==> config.mk <==
export PLATFORM = sky130hd
export DESIGN_NAME = tmv_lane
export DESIGN_NICKNAME = d
export VERILOG_FILES = /design/src/rtl/ternary_matrix_vector_unit_assert.svh /design/src/rtl/tmv_pkg.sv /design/src/rtl/tmv_ram.sv /design/src/rtl/tmv_lane.sv
export SDC_FILE = /design/constraint.sdc
export NUM_CORES = 1
export LEC_CHECK = 0
export BUFFER_PORTS_ARGS = -buffer_cell sky130_fd_sc_hd__buf_2
export CAP_MARGIN = 20
export CORE_UTILIZATION = 50
export DETAILED_ROUTE_END_ITERATION = 6
export PLACE_DENSITY = 0.67
export SETUP_SLACK_MARGIN = 0.15
export SKIP_CTS_REPAIR_TIMING = 1
export SLEW_MARGIN = 25
export SYNTH_ARGS = -nofsm -noshare
export SYNTH_HDL_FRONTEND = slang
export SYNTH_SLANG_ARGS = --single-unit
==> constraint.sdc <==
create_clock -name clk -period 3.3 [get_ports clk]
set_input_delay 0.165 -clock clk [delete_from_list [all_inputs] [get_ports clk]]
set_output_delay 0.165 -clock clk [all_outputs]
set_load 0.01 [all_outputs]
==> src/rtl/ternary_matrix_vector_unit_assert.svh <==
// Assertion macros shared by the ternary matrix-vector RTL.
// Expects clk and arst_n in the scope of the including module.
`ifndef TERNARY_MATRIX_VECTOR_UNIT_ASSERT_SVH
`define TERNARY_MATRIX_VECTOR_UNIT_ASSERT_SVH

// property checked every clock outside reset
`define TMV_ASSERT(label, prop, msg) \
	label: assert property (@(posedge clk) disable iff (!arst_n) (prop)) else $error(msg);

// antecedent this cycle implies consequent next cycle
`define TMV_ASSERT_NEXT(label, ante, cons, msg) \
	label: assert property (@(posedge clk) disable iff (!arst_n) (ante) |=> (cons)) else $error(msg);

`endif

==> src/rtl/tmv_pkg.sv <==
// Types and constants for the ternary matrix-vector unit.
// No dependencies; used by every module under rtl except tmv_ram.
package tmv_pkg;

	localparam int LANES      = 32;
	localparam int LANE_IDX_W = 5;
	localparam int CODE_W     = 2;
	localparam int ACT_W      = 8;
	localparam int ACT_IDX_W  = 12;
	localparam int TERM_W     = 9;
	localparam int PART_SIZE  = 8;
	localparam int PARTS      = LANES / PART_SIZE;
	localparam int PART_W     = 12;
	localparam int TOTAL_W    = 14;
	localparam int SUM_W      = 20;
	localparam int ROW_W      = 14;
	localparam int GROUP_W    = 7;
	localparam int COLS_CFG_W = 13;
	localparam int ROWS_CFG_W = 15;
	localparam int CFG_DATA_W = 15;
	localparam int CFG_IDX_W  = 1;

	localparam logic CMD_LOAD   = 1'b0;
	localparam logic CMD_WEIGHT = 1'b1;

	localparam logic [CODE_W-1:0] CODE_PLUS  = 2'b01;
	localparam logic [CODE_W-1:0] CODE_MINUS = 2'b11;

	localparam logic [CFG_IDX_W-1:0] REG_COLS = 1'b0;
	localparam logic [CFG_IDX_W-1:0] REG_ROWS = 1'b1;

	localparam logic [COLS_CFG_W-1:0] COLS_RESET = 13'd4096;
	localparam logic [ROWS_CFG_W-1:0] ROWS_RESET = 15'd4096;

	localparam logic [SUM_W-1:0] SUM_MAX = 20'h7FFFF;
	localparam logic [SUM_W-1:0] SUM_MIN = 20'h80000;

	typedef struct packed {
		logic                    command;
		logic [ACT_IDX_W-1:0]    act_index;
		logic signed [ACT_W-1:0] act_value;
		logic [LANES*CODE_W-1:0] weight_codes;
	} in_word_t;

	typedef struct packed {
		logic signed [SUM_W-1:0] row_sum;
		logic [ROW_W-1:0]        row_index;
		logic                    last_row;
	} out_word_t;

	// per-item control that rides along the pipeline
	typedef struct packed {
		logic             end_row;
		logic             last;
		logic [ROW_W-1:0] row;
	} ctrl_t;

	typedef logic signed [TERM_W-1:0] term_t;

endpackage

==> src/rtl/tmv_ram.sv <==
// Generic single-write, single-read RAM with registered read data.
// No dependencies.
module tmv_ram #(
	parameter int WIDTH = 8,
	parameter int DEPTH = 128
) (
	input  logic                                 clk,
	input  logic                                 wr_en,
	input  logic [(DEPTH > 1 ? $clog2(DEPTH) : 1)-1:0] wr_addr,
	input  logic [WIDTH-1:0]                     wr_data,
	input  logic                                 rd_en,
	input  logic [(DEPTH > 1 ? $clog2(DEPTH) : 1)-1:0] rd_addr,
	output logic [WIDTH-1:0]                     rd_data
);

	logic [WIDTH-1:0] mem_q [DEPTH];
	logic [WIDTH-1:0] rd_data_q;

	always_ff @(posedge clk) begin
		if (wr_en) begin
			mem_q[wr_addr] <= wr_data;
		end
		if (rd_en) begin
			rd_data_q <= mem_q[rd_addr];
		end
	end

	assign rd_data = rd_data_q;

endmodule

==> src/rtl/tmv_lane.sv <==
// One lane: a bank of the activation store plus the ternary term select.
// Depends on tmv_pkg and tmv_ram.
module tmv_lane #(
	parameter int DEPTH = 128
) (
	input  logic                                 clk,
	input  logic                                 wr_en,
	input  logic [(DEPTH > 1 ? $clog2(DEPTH) : 1)-1:0] wr_addr,
	input  logic [tmv_pkg::ACT_W-1:0]            wr_data,
	input  logic                                 rd_en,
	input  logic [(DEPTH > 1 ? $clog2(DEPTH) : 1)-1:0] rd_addr,
	input  logic [tmv_pkg::CODE_W-1:0]           code,
	output tmv_pkg::term_t                       term
);

	logic [tmv_pkg::ACT_W-1:0] act;
	tmv_pkg::term_t            act_ext;

	tmv_ram #(
		.WIDTH (tmv_pkg::ACT_W),
		.DEPTH (DEPTH)
	) u_bank (
		.clk     (clk),
		.wr_en   (wr_en),
		.wr_addr (wr_addr),
		.wr_data (wr_data),
		.rd_en   (rd_en),
		.rd_addr (rd_addr),
		.rd_data (act)
	);

	// nine bits so that -128 negates to +128
	assign act_ext = {act[tmv_pkg::ACT_W-1], act};

	always_comb begin
		case (code)
			tmv_pkg::CODE_PLUS:  term = act_ext;
			tmv_pkg::CODE_MINUS: term = -act_ext;
			default:             term = '0;
		endcase
	end

endmodule

==> results.sh <==
export IMPL_drt_first_pass_iters=5
export IMPL_drc=0
export IMPL_grt_overflow_total=0
export IMPL_final_common_cell="edfxtp_1"
export IMPL_worstPathRequired_ns=3.70
export IMPL_multi_input_comb_area_sq_mm=0.00856
export IMPL_cts_max_level=3
export IMPL_yosys_area_share_xor_xnor_pct=0.132
export IMPL_final_setup_tns_ns=0
export IMPL_worstHoldPathCells=1
export IMPL_final_core_util_pct=57.7
export IMPL_routed_wirelength_um=90700
export IMPL_clock_latency_ns=0.66
export IMPL_synth_simple_area_share_pct=1.98
export IMPL_busiest_layer="met2"
export IMPL_path_class="flip-flop to flip-flop"
export IMPL_max_freq_ghz=0.381
export IMPL_hp_class="primary input to flip-flop"
export IMPL_initial_core_util_pct=50.6
export IMPL_synthesis_nets=1695
export IMPL_synthAdderAreaFrac_pct=0.0313
export IMPL_final_hold_violation_count=0
export IMPL_io_buffers=35
export IMPL_synth_seq_cells=1032
export IMPL_period_needed_ns=2.62
export IMPL_ant_nets=0
export IMPL_synth_avg_cell_area_sq_um=24.0
export IMPL_critPathCaptureType="flip-flop"
export IMPL_ys_types=25
export IMPL_grt_use_met2_pct=35.5
export IMPL_cts_root_buf="clkbuf_16"
export IMPL_avgRoutedWirePerCell_um=30.5
export IMPL_clockBufferDepth=3
export IMPL_die_y_um=285
export IMPL_gp_congestion=0.826
export IMPL_die_w_um=285
export IMPL_vias_per_cell=6.18
export IMPL_finalNetCount=1871
export IMPL_ios=36
export IMPL_rr_worst_depth=4
export IMPL_setup_viol=0
export IMPL_outcome="finished, final reports clean"
export IMPL_final_cell_mix="edfxtp_1, mux4_2, nor2_1"
export IMPL_n_fill_cell=5602
export IMPL_synth_top_area_cell="edfxtp_1"
export IMPL_grt_pass1_vias=18800
export IMPL_cts_tree="built"
export IMPL_leakage_nw=14.2
export IMPL_ys_top_cells_by_area="edfxtp_1, mux4_2, nor2_1"
export IMPL_gr_usage_met1_pct=33.7
export IMPL_dieArea_sq_mm=0.0810
export IMPL_syn_area_sq_mm=0.0399
export IMPL_cts_sinks=1032
export IMPL_fin_cells=2979
export IMPL_slew_viol_final=0
export IMPL_grt_pass1_wl_um=132000
export IMPL_fin_skew_ns=0.0209
export IMPL_antenna_found_initial=10
export IMPL_core_area_sq_mm=0.0790
export IMPL_fin_hold_ws_ns=0.0364
export IMPL_gr_usage_all_layers_pct=22.9
export IMPL_syn2layout_area_growth_pct=14.1
export IMPL_yosysTopAreaCellShare_pct=77.6
export IMPL_vias=18400
export IMPL_synth_mux_area_share_pct=19.2
export IMPL_worstSetupStartpointType="flip-flop"
export IMPL_fin_crit_sh_pct=79.5
export IMPL_worstMarginPinSlew_ns=1.01
export IMPL_row_count=103
export IMPL_vdd_drop_max_mv=0.436
export IMPL_synthCells=1667
export IMPL_grt_start_max_net_pins=114
export IMPL_slew_headroom_pct=32.2
export IMPL_synth_top_family_by_area="multiplexers"
export IMPL_cp_max_fo=1
export IMPL_synth_compound_area_share_pct=0.0971
export IMPL_rsz0062_at_grt="false"
export IMPL_yosysWarnings=0
export IMPL_p_total_w=0.0272
export IMPL_yosysSeqAreaShare_pct=77.6
export IMPL_drive_gt1_share_pct=33.4
export IMPL_drt_iter0_drc=2238
export IMPL_cp_data_arrival_time_ns=3.02
export IMPL_grtUsageMet3_pct=4.68
export IMPL_maxCapViolCount=0
export IMPL_dpl_cell_count=2788
export IMPL_seq_area_sq_mm=0.0310
export IMPL_clkTransAtPathRegs_ns=0.06
export IMPL_numCtsBuffers=102
export IMPL_dp_hpwl_um=55900
export IMPL_power_density_mw_per_mm2=597
-- report_power, final --
group	total, W	leakage, nW	internal [W]	switching (W)
Clock	0.0112	1.58	0.00651	0.00474
Sequential	0.0145	9.28	0.0145	0.0000359
Combinational	0.00141	3.29	0.000601	0.000812
Total	0.0272	14.2	0.0216	0.00558
-- cells by family (layout without fill, tap and decap cells) --
family                   after synthesis  count (layout)
AO/OA/AOI/OAI                          6               6
XOR/XNOR                               6               6
adder cells (fa/ha/maj)                1               1
buffers and inverters                 92             352
flip-flops                          1032            1032
multiplexers                         345             345
other                                  0               2
AND/OR/NAND/NOR                      185             185
-- flip-flops by register name, indices dropped and copies added (netlist names) --
name	flops
u_bank.mem_q	1024
u_bank.rd_data	8
-- final timing paths --
check / start / to / slack [ns]
min reg2reg: u_bank.mem_q[34][5] / u_bank.rd_data[5] / 1.22
max: u_bank.mem_q[110][0] / u_bank.rd_data[0] / 0.68
min: wr_data[5] / u_bank.mem_q[28][5] / 0.04
max reg2reg: u_bank.mem_q[110][0] / u_bank.rd_data[0] / 0.68
-- cell type report --
cell class / instances / share of cell area (%)
flip-flops and latches: 1032 / 68.0
multi-input cells: 543 / 18.8
clock buffers: 130 / 5.97
repair buffers: 162 / 3.19
well taps: 1050 / 2.88
clock inverters: 58 / 1.11
inverters: 2 / 0.0165
diodes: 2 / 0.0110
-- Yosys cell counts --
cell type	count
mux4_2	336
o21ai_0	3
nand3_1	12
mux2i_1	1
buf_1	15
nand2_1	15
nor3_1	9
mux2_2	8
nor2b_1	9
ha_1	1
xnor2_1	6
nand4_1	3
or3_1	2
or4_1	1
nor2_1	122
clkbuf_1	48
inv_1	2
o31ai_1	1
buf_2	26
o41ai_1	1
buf_6	1
nand2b_1	5
a21boi_0	1
edfxtp_1	1032
and2_1	7
-- worst max-delay path, cell delays in order, from the launching register on --
cell and delay, ns:
edfxtp_1 0.37, mux4_2 0.52, mux4_2 0.58, mux4_2 0.60, mux2_2 0.30
-- per-stage QoR --
| step | setup slack, ns | instance area [sq um] |
|---|---|---|
| floorplan | 0.498 | 39900 |
| global placement | 0.226 | 42300 |
| detailed placement | 0.194 | 42300 |
| CTS | 0.650 | 45500 |
| global route | 0.609 | 45600 |
| finish | 0.678 | 45600 |
-- routing by layer --
layer  wire length (um)  up-vias
met5                 65        -
met4               1840       10
met3               7870      137
met2              44000      885
met1              36900     9883
li1                   -     7503
Power figures use the tool's default switching activity.
