**src/rtl/ternary_matrix_vector_unit_assert.svh**
```systemverilog
// Assertion macros shared by the ternary matrix-vector RTL.
// Expects clk and arst_n in the scope of the including module.
`ifndef TERNARY_MATRIX_VECTOR_UNIT_ASSERT_SVH
`define TERNARY_MATRIX_VECTOR_UNIT_ASSERT_SVH

// property checked every clock outside reset
`define TMV_ASSERT(label, prop, msg) \
	label: assert property (@(posedge clk) disable iff (!arst_n) (prop)) else $error(msg);

// antecedent this cycle implies consequent next cycle
`define TMV_ASSERT_NEXT(label, ante, cons, msg) \
	label: assert property (@(posedge clk) disable iff (!arst_n) (ante) |=> (cons)) else $error(msg);

`endif

```
**src/rtl/tmv_pkg.sv**
```systemverilog
// Types and constants for the ternary matrix-vector unit.
// No dependencies; used by every module under rtl except tmv_ram.
package tmv_pkg;

	localparam int LANES      = 32;
	localparam int LANE_IDX_W = 5;
	localparam int CODE_W     = 2;
	localparam int ACT_W      = 8;
	localparam int ACT_IDX_W  = 12;
	localparam int TERM_W     = 9;
	localparam int PART_SIZE  = 8;
	localparam int PARTS      = LANES / PART_SIZE;
	localparam int PART_W     = 12;
	localparam int TOTAL_W    = 14;
	localparam int SUM_W      = 20;
	localparam int ROW_W      = 14;
	localparam int GROUP_W    = 7;
	localparam int COLS_CFG_W = 13;
	localparam int ROWS_CFG_W = 15;
	localparam int CFG_DATA_W = 15;
	localparam int CFG_IDX_W  = 1;

	localparam logic CMD_LOAD   = 1'b0;
	localparam logic CMD_WEIGHT = 1'b1;

	localparam logic [CODE_W-1:0] CODE_PLUS  = 2'b01;
	localparam logic [CODE_W-1:0] CODE_MINUS = 2'b11;

	localparam logic [CFG_IDX_W-1:0] REG_COLS = 1'b0;
	localparam logic [CFG_IDX_W-1:0] REG_ROWS = 1'b1;

	localparam logic [COLS_CFG_W-1:0] COLS_RESET = 13'd4096;
	localparam logic [ROWS_CFG_W-1:0] ROWS_RESET = 15'd4096;

	localparam logic [SUM_W-1:0] SUM_MAX = 20'h7FFFF;
	localparam logic [SUM_W-1:0] SUM_MIN = 20'h80000;

	typedef struct packed {
		logic                    command;
		logic [ACT_IDX_W-1:0]    act_index;
		logic signed [ACT_W-1:0] act_value;
		logic [LANES*CODE_W-1:0] weight_codes;
	} in_word_t;

	typedef struct packed {
		logic signed [SUM_W-1:0] row_sum;
		logic [ROW_W-1:0]        row_index;
		logic                    last_row;
	} out_word_t;

	// per-item control that rides along the pipeline
	typedef struct packed {
		logic             end_row;
		logic             last;
		logic [ROW_W-1:0] row;
	} ctrl_t;

	typedef logic signed [TERM_W-1:0] term_t;

endpackage

```
**src/rtl/tmv_merge.sv**
```systemverilog
// Merge stage: adds the lane terms, accumulates the row and holds the output word.
// Depends on tmv_pkg and the assertion header.
`include "ternary_matrix_vector_unit_assert.svh"

module tmv_merge (
	input  logic                clk,
	input  logic                arst_n,
	input  logic                valid_s1,
	input  tmv_pkg::ctrl_t      ctrl_s1,
	input  tmv_pkg::term_t      terms [tmv_pkg::LANES],
	output logic                adv,
	output logic                out_valid,
	input  logic                out_ready,
	output tmv_pkg::out_word_t  out_data
);

	logic                               valid_s2;
	tmv_pkg::ctrl_t                     ctrl_s2;
	logic signed [tmv_pkg::PART_W-1:0]  part_s2 [tmv_pkg::PARTS];
	logic signed [tmv_pkg::PART_W-1:0]  part    [tmv_pkg::PARTS];
	logic signed [tmv_pkg::TOTAL_W-1:0] total;
	logic signed [tmv_pkg::SUM_W:0]     acc_wide;
	logic [tmv_pkg::SUM_W-1:0]          acc_sat;
	logic [tmv_pkg::SUM_W-1:0]          acc_q;
	logic                               out_valid_q;
	tmv_pkg::out_word_t                 out_data_q;
	logic                               load_out;

	// first level of the tree: groups of eight lanes
	always_comb begin
		for (int p = 0; p < tmv_pkg::PARTS; p++) begin
			part[p] = '0;
			for (int j = 0; j < tmv_pkg::PART_SIZE; j++) begin
				part[p] = part[p] + tmv_pkg::PART_W'(terms[p*tmv_pkg::PART_SIZE + j]);
			end
		end
	end

	always_comb begin
		total = '0;
		for (int p = 0; p < tmv_pkg::PARTS; p++) begin
			total = total + tmv_pkg::TOTAL_W'(part_s2[p]);
		end
	end

	assign acc_wide = {acc_q[tmv_pkg::SUM_W-1], acc_q}
		+ {{(tmv_pkg::SUM_W + 1 - tmv_pkg::TOTAL_W){total[tmv_pkg::TOTAL_W-1]}}, total};

	always_comb begin
		if (acc_wide[tmv_pkg::SUM_W] != acc_wide[tmv_pkg::SUM_W-1]) begin
			acc_sat = acc_wide[tmv_pkg::SUM_W] ? tmv_pkg::SUM_MIN : tmv_pkg::SUM_MAX;
		end else begin
			acc_sat = acc_wide[tmv_pkg::SUM_W-1:0];
		end
	end

	// only a row end that finds the output word still occupied stalls the pipe
	assign adv      = !(valid_s2 && ctrl_s2.end_row && out_valid_q && !out_ready);
	assign load_out = adv && valid_s2 && ctrl_s2.end_row;

	always_ff @(posedge clk or negedge arst_n) begin
		if (!arst_n) begin
			valid_s2 <= 1'b0;
		end else if (adv) begin
			valid_s2 <= valid_s1;
		end
	end

	always_ff @(posedge clk) begin
		if (adv) begin
			ctrl_s2 <= ctrl_s1;
			part_s2 <= part;
		end
	end

	always_ff @(posedge clk or negedge arst_n) begin
		if (!arst_n) begin
			acc_q <= '0;
		end else if (adv && valid_s2) begin
			acc_q <= ctrl_s2.end_row ? '0 : acc_sat;
		end
	end

	always_ff @(posedge clk or negedge arst_n) begin
		if (!arst_n) begin
			out_valid_q <= 1'b0;
		end else if (load_out) begin
			out_valid_q <= 1'b1;
		end else if (out_ready) begin
			out_valid_q <= 1'b0;
		end
	end

	always_ff @(posedge clk) begin
		if (load_out) begin
			out_data_q.row_sum   <= acc_sat;
			out_data_q.row_index <= ctrl_s2.row;
			out_data_q.last_row  <= ctrl_s2.last;
		end
	end

	assign out_valid = out_valid_q;
	assign out_data  = out_data_q;

	`TMV_ASSERT_NEXT(a_acc_clear, load_out, acc_q == '0, "accumulator not cleared at row end")
	`TMV_ASSERT(a_no_overwrite, load_out |-> (!out_valid_q || out_ready), "output word overwritten")
	`TMV_ASSERT_NEXT(a_stage_holds, !adv && valid_s2, valid_s2 && $stable(ctrl_s2), "stage lost")

endmodule

```
**config.mk**
```make
export PLATFORM = sky130hd
export DESIGN_NAME = tmv_merge
export DESIGN_NICKNAME = d
export VERILOG_FILES = /design/src/rtl/tmv_pkg.sv /design/src/rtl/tmv_merge.sv
export VERILOG_INCLUDE_DIRS = /design/src /design/src/rtl
export SDC_FILE = /design/constraint.sdc
export NUM_CORES = 1
export LEC_CHECK = 0
export ABC_AREA = 0
export BUFFER_PORTS_ARGS = -buffer_cell sky130_fd_sc_hd__buf_2
export CORE_ASPECT_RATIO = 0.7
export CORE_MARGIN = 10
export CORE_UTILIZATION = 45
export CTS_CLUSTER_DIAMETER = 30
export DETAILED_ROUTE_END_ITERATION = 8
export HOLD_SLACK_MARGIN = 0.03
export PLACE_DENSITY = 0.69
export SETUP_SLACK_MARGIN = 0.05
export SYNTH_ARGS = -nofsm -noshare
export SYNTH_HDL_FRONTEND = slang
export SYNTH_SLANG_ARGS = --single-unit
```
**constraint.sdc**
```tcl
create_clock -name clk -period 5.8 [get_ports clk]
set_input_delay 0.29 -clock clk [delete_from_list [all_inputs] [get_ports clk]]
set_output_delay 0.29 -clock clk [all_outputs]
set_load 0.005 [all_outputs]
```
==> results of run 1 <==
-- Yosys cell counts, types with 2 or more instances --
cell and instances:
maj3_2 4, and2_1 2, o311ai_0 2, edfxtp_1 99
a21boi_0 4, o21bai_1 2, ha_1 69, fa_1 272
o21ai_1 3, nand2b_1 11, clkbuf_1 4, dfrtp_1 22
buf_2 4, o31ai_2 10, a211oi_1 5, a21oi_1 41
o21ba_2 2, a21o_1 16, o21ai_0 27, xnor2_1 41
inv_1 445, nand3_1 4, nand4_1 3, nor2_1 47
a22o_1 4, nand2_1 38, o31ai_1 4, xor2_1 14
and4_1 5, o21a_1 4, nor2b_1 6, a31oi_4 2
-- metrics by stage --
| stage | cells | worst slack (ps) | util (%) | instance area (um2) |
|---|---|---|---|---|
| 2_1_floorplan | 1235 | 1480 | - | 13600 |
| 5_1_grt | 2017 | 399 | 55.1 | 16500 |
| 3_3_place_gp | 1982 | 851 | 53.0 | 15800 |
| 3_5_place_dp | 1982 | 717 | 53.0 | 15800 |
| 4_1_cts | 2016 | 647 | 55.1 | 16500 |
| 6_report | 2017 | 663 | 55.1 | 16500 |
-- final cells by class --
cell class / count / area [um2]
flip-flops and latches: 121 / 3520
inverters: 445 / 1670
diodes: 1 / 2.50
clock inverters: 11 / 170
repair buffers: 349 / 1760
multi-input cells: 657 / 8390
fillers: 2635 / 13400
clock buffers: 21 / 450
well taps: 412 / 515
-- repair_timing --
item / 4_1_cts / 5_1_grt
endpoints found under the hold margin: 23 / 0
setup buffers: 0 / 0
hold buffers: 2 / 0
-- cell families after synthesis --
kind of cell / synth area share (%)
AOI/OAI and AO/OA: 7.02
xor gates and xnor gates: 3.53
adders and majority gates: 46.6
buffers and inverters: 12.8
DFF: 25.8
muxes: 0.0734
and+or+nand+nor: 4.13
-- layer usage --
layer  global-route usage, %  part of all wire [%]
met2                    28.9                    50
met1                    22.7                    44
met5                       0                     0
met4                    3.35                   1.7
met3                    3.70                   4.3
-- placed cells by master (no fill, tap or decap), types with 14 or more instances in the layout --
cell       netlist  layout
xor2_1          14      14
o21ai_0         27      27
nand2_1         38      38
inv_1          445     445
nor2_1          47      46
a21o_1          16      16
clkbuf_16        0      17
ha_1            69      69
fa_1           272     272
edfxtp_1        99      99
a21oi_1         41      41
dfrtp_1         22      22
buf_2            4     344
xnor2_1         41      41
-- worst max-delay path, cell delays in order (launching register included) --
cell      delay, ps
edfxtp_1        400
fa_1            520
fa_1            810
fa_1            500
ha_1            460
a21oi_1         160
o21ai_0         530
nor2_1          150
a31oi_4         270
and3b_1         680
buf_4           320
nor2_1           70
-- path summary, 6_finish.rpt --
kind,start,endpoint,slack (ps),cells past startpoint
worst max-delay path,part_s2[11]$_DFFE_PN_,out_data[30]$_DFFE_PP_,660,11
worst min-delay path,ctrl_s1[3],ctrl_s2[3]$_DFFE_PN_,50,1
worst max register to register,part_s2[11]$_DFFE_PN_,out_data[30]$_DFFE_PP_,660,11
worst min register to register,ctrl_s2[10]$_DFFE_PN_,out_data[11]$_DFFE_PP_,420,0
max in group asynchronous,arst_n,acc_q[18]$_DFFE_PN0P_,5000,2
min in group asynchronous,arst_n,acc_q[2]$_DFFE_PN0P_,410,2
-- flip-flops by register name (all words and copies together) (netlist names) --
| register | cells |
|---|---|
| out_data | 35 |
| valid_s2 | 1 |
| ctrl_s2 | 16 |
| out_valid | 1 |
| part_s2 | 48 |
| acc_q | 20 |
==> impl_metrics.env, run 1 <==
export IMPL_outcome="completed"
export IMPL_cts_tree="done"
export IMPL_ys_seq_elements=121
export IMPL_post_route_cells_drive_above_1_share_pct=25.1
export IMPL_crit_fanout=18
export IMPL_report_final_hold_viol_count=0
export IMPL_netlist_area_leader_share_pct=39.9
export IMPL_worstSetupEndpointType="register"
export IMPL_numCtsBuffers=17
export IMPL_clock_fmax_mhz=195
export IMPL_clockBufferDepth=2
export IMPL_cts_resized=0
export IMPL_slew_headroom_pct=29.6
export IMPL_yosys_warnings=0
export IMPL_path_class="reg2reg"
export IMPL_core_area_um2=29900
export IMPL_antenna_found_initial=5
export IMPL_drtIter0Drc=366
export IMPL_htreeDepth=4
export IMPL_syn_area_per_cell_um2=11.0
export IMPL_synthFlopType="edfxtp_1"
export IMPL_routed_wl_mm=31.2
export IMPL_period_minus_slack_ps=5140
export IMPL_die_width_um=228
export IMPL_slew_violations=0
export IMPL_hold_slack_ps=48.6
export IMPL_clk_latency_ps=420
export IMPL_cp_start_kind="register"
export IMPL_max_slew_worst_pin_slew_ps=1050
export IMPL_grt_max_degree=67
export IMPL_die_h_um=166
export IMPL_finalClockSkew_ps=5.10
export IMPL_routabilityCongestion=0.862
export IMPL_via_count=9035
export IMPL_pin_count=345
export IMPL_final_net_count=2240
export IMPL_syn_inst=1235
export IMPL_ys_seq_area_share_pct=25.8
export IMPL_rsz0062_at_grt="no"
export IMPL_arrival_ps=5300
export IMPL_yosysTopAreaCell="fa_1"
export IMPL_tns_ps=0
export IMPL_synth_edf_count=99
export IMPL_portBuffers=344
export IMPL_vias_per_cell=4.48
export IMPL_rows=53
export IMPL_clkSinkCount=121
export IMPL_root_buffer="clkbuf_16"
export IMPL_timing_final_crit_share_pct=88.6
export IMPL_setup_viol=0
export IMPL_crit_required_ps=5960
export IMPL_drc=0
export IMPL_synthArstFlopShare_pct=18.2
export IMPL_drv_cap=0
export IMPL_grt_pass1_wl_mm=52.2
export IMPL_grt_usage_pct=17.2
export IMPL_clk_pin_slew_worst_paths_ps=60
export IMPL_syn2layout_area_growth_pct=20.9
export IMPL_initial_core_util_pct=45.6
export IMPL_grt_ovfl_total=0
export IMPL_routedWlPerCell_um=15.5
export IMPL_netlist_top_cells_area="fa_1 40%, edfxtp_1 22%, inv_1 12%, ha_1 6.3%, dfrtp_1 4.0%"
export IMPL_drtAntennaViolNets=0
export IMPL_synth_fp_nets=1884
export IMPL_yosysUniqueCellTypes=51
export IMPL_grt_pass1_vias=10200
export IMPL_hp_class="in2reg"
export IMPL_dr_pass1_iters=5
export IMPL_dp_final_hpwl_mm=27.6
export IMPL_die_area_um2=37800
export IMPL_synth_area_um2=13600
Power of run 1 is left out: the tool's default activity adds up to more than one toggle a clock period on the data nets, which glitch-free logic cannot reach.
==> run 2: changes to the inputs <==
- CORE_MARGIN: 10 -> 1
==> impl_metrics.env, run 2 (same netlist as run 1, synthesis figures left out) <==
export IMPL_grt_pass1_vias=9952
export IMPL_crit_fanout=24
export IMPL_dr_pass1_iters=5
export IMPL_die_width_um=210
export IMPL_cts_setup_buffers=0
export IMPL_utilization_pct=56.1
export IMPL_vias_per_cell=4.50
export IMPL_clk_pin_slew_worst_paths_ps=50
export IMPL_path_class="reg2reg"
export IMPL_clkSinkCount=121
export IMPL_slew_headroom_pct=29.7
export IMPL_numCtsBuffers=17
export IMPL_clk_latency_ps=420
export IMPL_initial_core_util_pct=46.5
export IMPL_largest_reg_flops=48
export IMPL_die_h_um=148
export IMPL_tns_ps=0
export IMPL_syn2layout_area_growth_pct=20.7
export IMPL_period_minus_slack_ps=5260
export IMPL_slew_violations=0
export IMPL_htreeDepth=4
export IMPL_via_count=9044
export IMPL_grt_usage_pct=20.3
export IMPL_cp_cell_sequence="fa_1 > fa_1 > fa_1 > ha_1 > and4_1 > and4_1 > o311ai_1 > nand3_1 > xor2_1 > and3b_1 > buf_4 > o31ai_2"
export IMPL_rows=52
export IMPL_cp_start_kind="register"
export IMPL_fin_ws_ps=545
export IMPL_rsz0062_at_grt="no"
export IMPL_setup_viol=0
export IMPL_dp_final_hpwl_mm=25.8
export IMPL_pre_cts_ws_ps=533
export IMPL_slowest_stage="fa_1"
export IMPL_cts_tree="done"
export IMPL_portBuffers=344
export IMPL_outcome="completed"
export IMPL_max_slew_worst_pin_slew_ps=1050
export IMPL_num_fill_cells=2591
export IMPL_drtIter0Drc=388
export IMPL_clock_fmax_mhz=190
export IMPL_die_area_um2=31000
export IMPL_regMostFlops="part_s2"
export IMPL_root_buffer="clkbuf_16"
export IMPL_final_net_count=2238
export IMPL_timing_final_crit_share_pct=90.6
export IMPL_mostFrequentLayoutCells="445 x inv_1, 344 x buf_2, 272 x fa_1"
export IMPL_antenna_found_initial=6
export IMPL_drc=0
export IMPL_worstSetupEndpointType="register"
export IMPL_cts_resized=0
export IMPL_post_route_cells_drive_above_1_share_pct=25.2
export IMPL_crit_required_ps=6100
export IMPL_grt_ovfl_total=0
export IMPL_hp_class="in2reg"
export IMPL_grt_pass1_wl_mm=48.9
export IMPL_report_final_hold_viol_count=0
export IMPL_grt_max_degree=68
export IMPL_core_area_um2=29300
export IMPL_drv_cap=0
export IMPL_drtAntennaViolNets=0
export IMPL_crit_top_cell="fa_1"
export IMPL_critPathMaxStageDelay_ps=860
export IMPL_routedWlPerCell_um=14.5
export IMPL_hold_buffers=1
export IMPL_clockBufferDepth=2
export IMPL_pin_count=345
export IMPL_routabilityCongestion=0.865
export IMPL_final_common_cell="inv_1"
export IMPL_finalClockSkew_ps=9.63
export IMPL_arrival_ps=5560
export IMPL_routed_wl_mm=29.2
## run 2: cell types whose count changed in the layout (fill, tap and decap cells not counted), sizes merged
cell         change
buf              -1
bufinv           -1
clkinv           +3
clkinvlp         -1
diode            +1
dlygate4sd3      -1
inv              -1
## run 2: layout make-up
| cell class | count | area, um2 | area share [%] |
|---|---|---|---|
| Timing Repair Buffer | 347 | 1750 | 10.6 |
| Multi-Input combinational cell | 657 | 8390 | 51.0 |
| Clock buffer | 21 | 470 | 2.86 |
| Clock inverter | 11 | 146 | 0.890 |
| Antenna cell | 2 | 5.00 | 0.0304 |
| Tap cell | 405 | 507 | 3.08 |
| Sequential cell | 121 | 3520 | 21.4 |
| Inverter | 445 | 1670 | 10.2 |
## run 2: worst paths after layout
path,start,to,slack [ps],cells past startpoint
max in group asynchronous,arst_n,acc_q[7]$_DFFE_PN0P_,4980,2
min reg2reg,ctrl_s2[0]$_DFFE_PN_,out_data[1]$_DFFE_PP_,420,0
max reg2reg,part_s2[11]$_DFFE_PN_,acc_q[15]$_DFFE_PN0P_,540,12
max,part_s2[11]$_DFFE_PN_,acc_q[15]$_DFFE_PN0P_,540,12
min in group asynchronous,arst_n,acc_q[5]$_DFFE_PN0P_,420,2
min,ctrl_s1[2],ctrl_s2[2]$_DFFE_PN_,50,1
## run 2: metrics by stage
step                      cells  hold slack (ps)  cell area, um2
after global placement     1974              311           15800
after global routing       2009             33.6           16500
final                      2009             48.6           16500
after floorplan            1235            -5.59           13600
after CTS                  2007             31.0           16400
after detailed placement   1974              329           15800
## run 2: routing by layer
metal	global-route usage [%]	routed length, um	part of all wire (%)	vias up
met2	33.7	14300	49	213
li1	-	-	-	4358
met1	28.6	13500	46	4442
met4	4.42	383	1.3	2
met5	0	17	0.058	-
met3	2.93	1100	3.7	29
## run 2: worst max-delay path: cells and delay by family (launching register included)
kind	cells	cell delay, ps
simple gates	4	1180
buf+inv	1	330
compound gates	2	340
flops	1	390
xor+xnor	1	500
fa+ha+maj	4	2380
Power of run 2 is left out for the same reason.
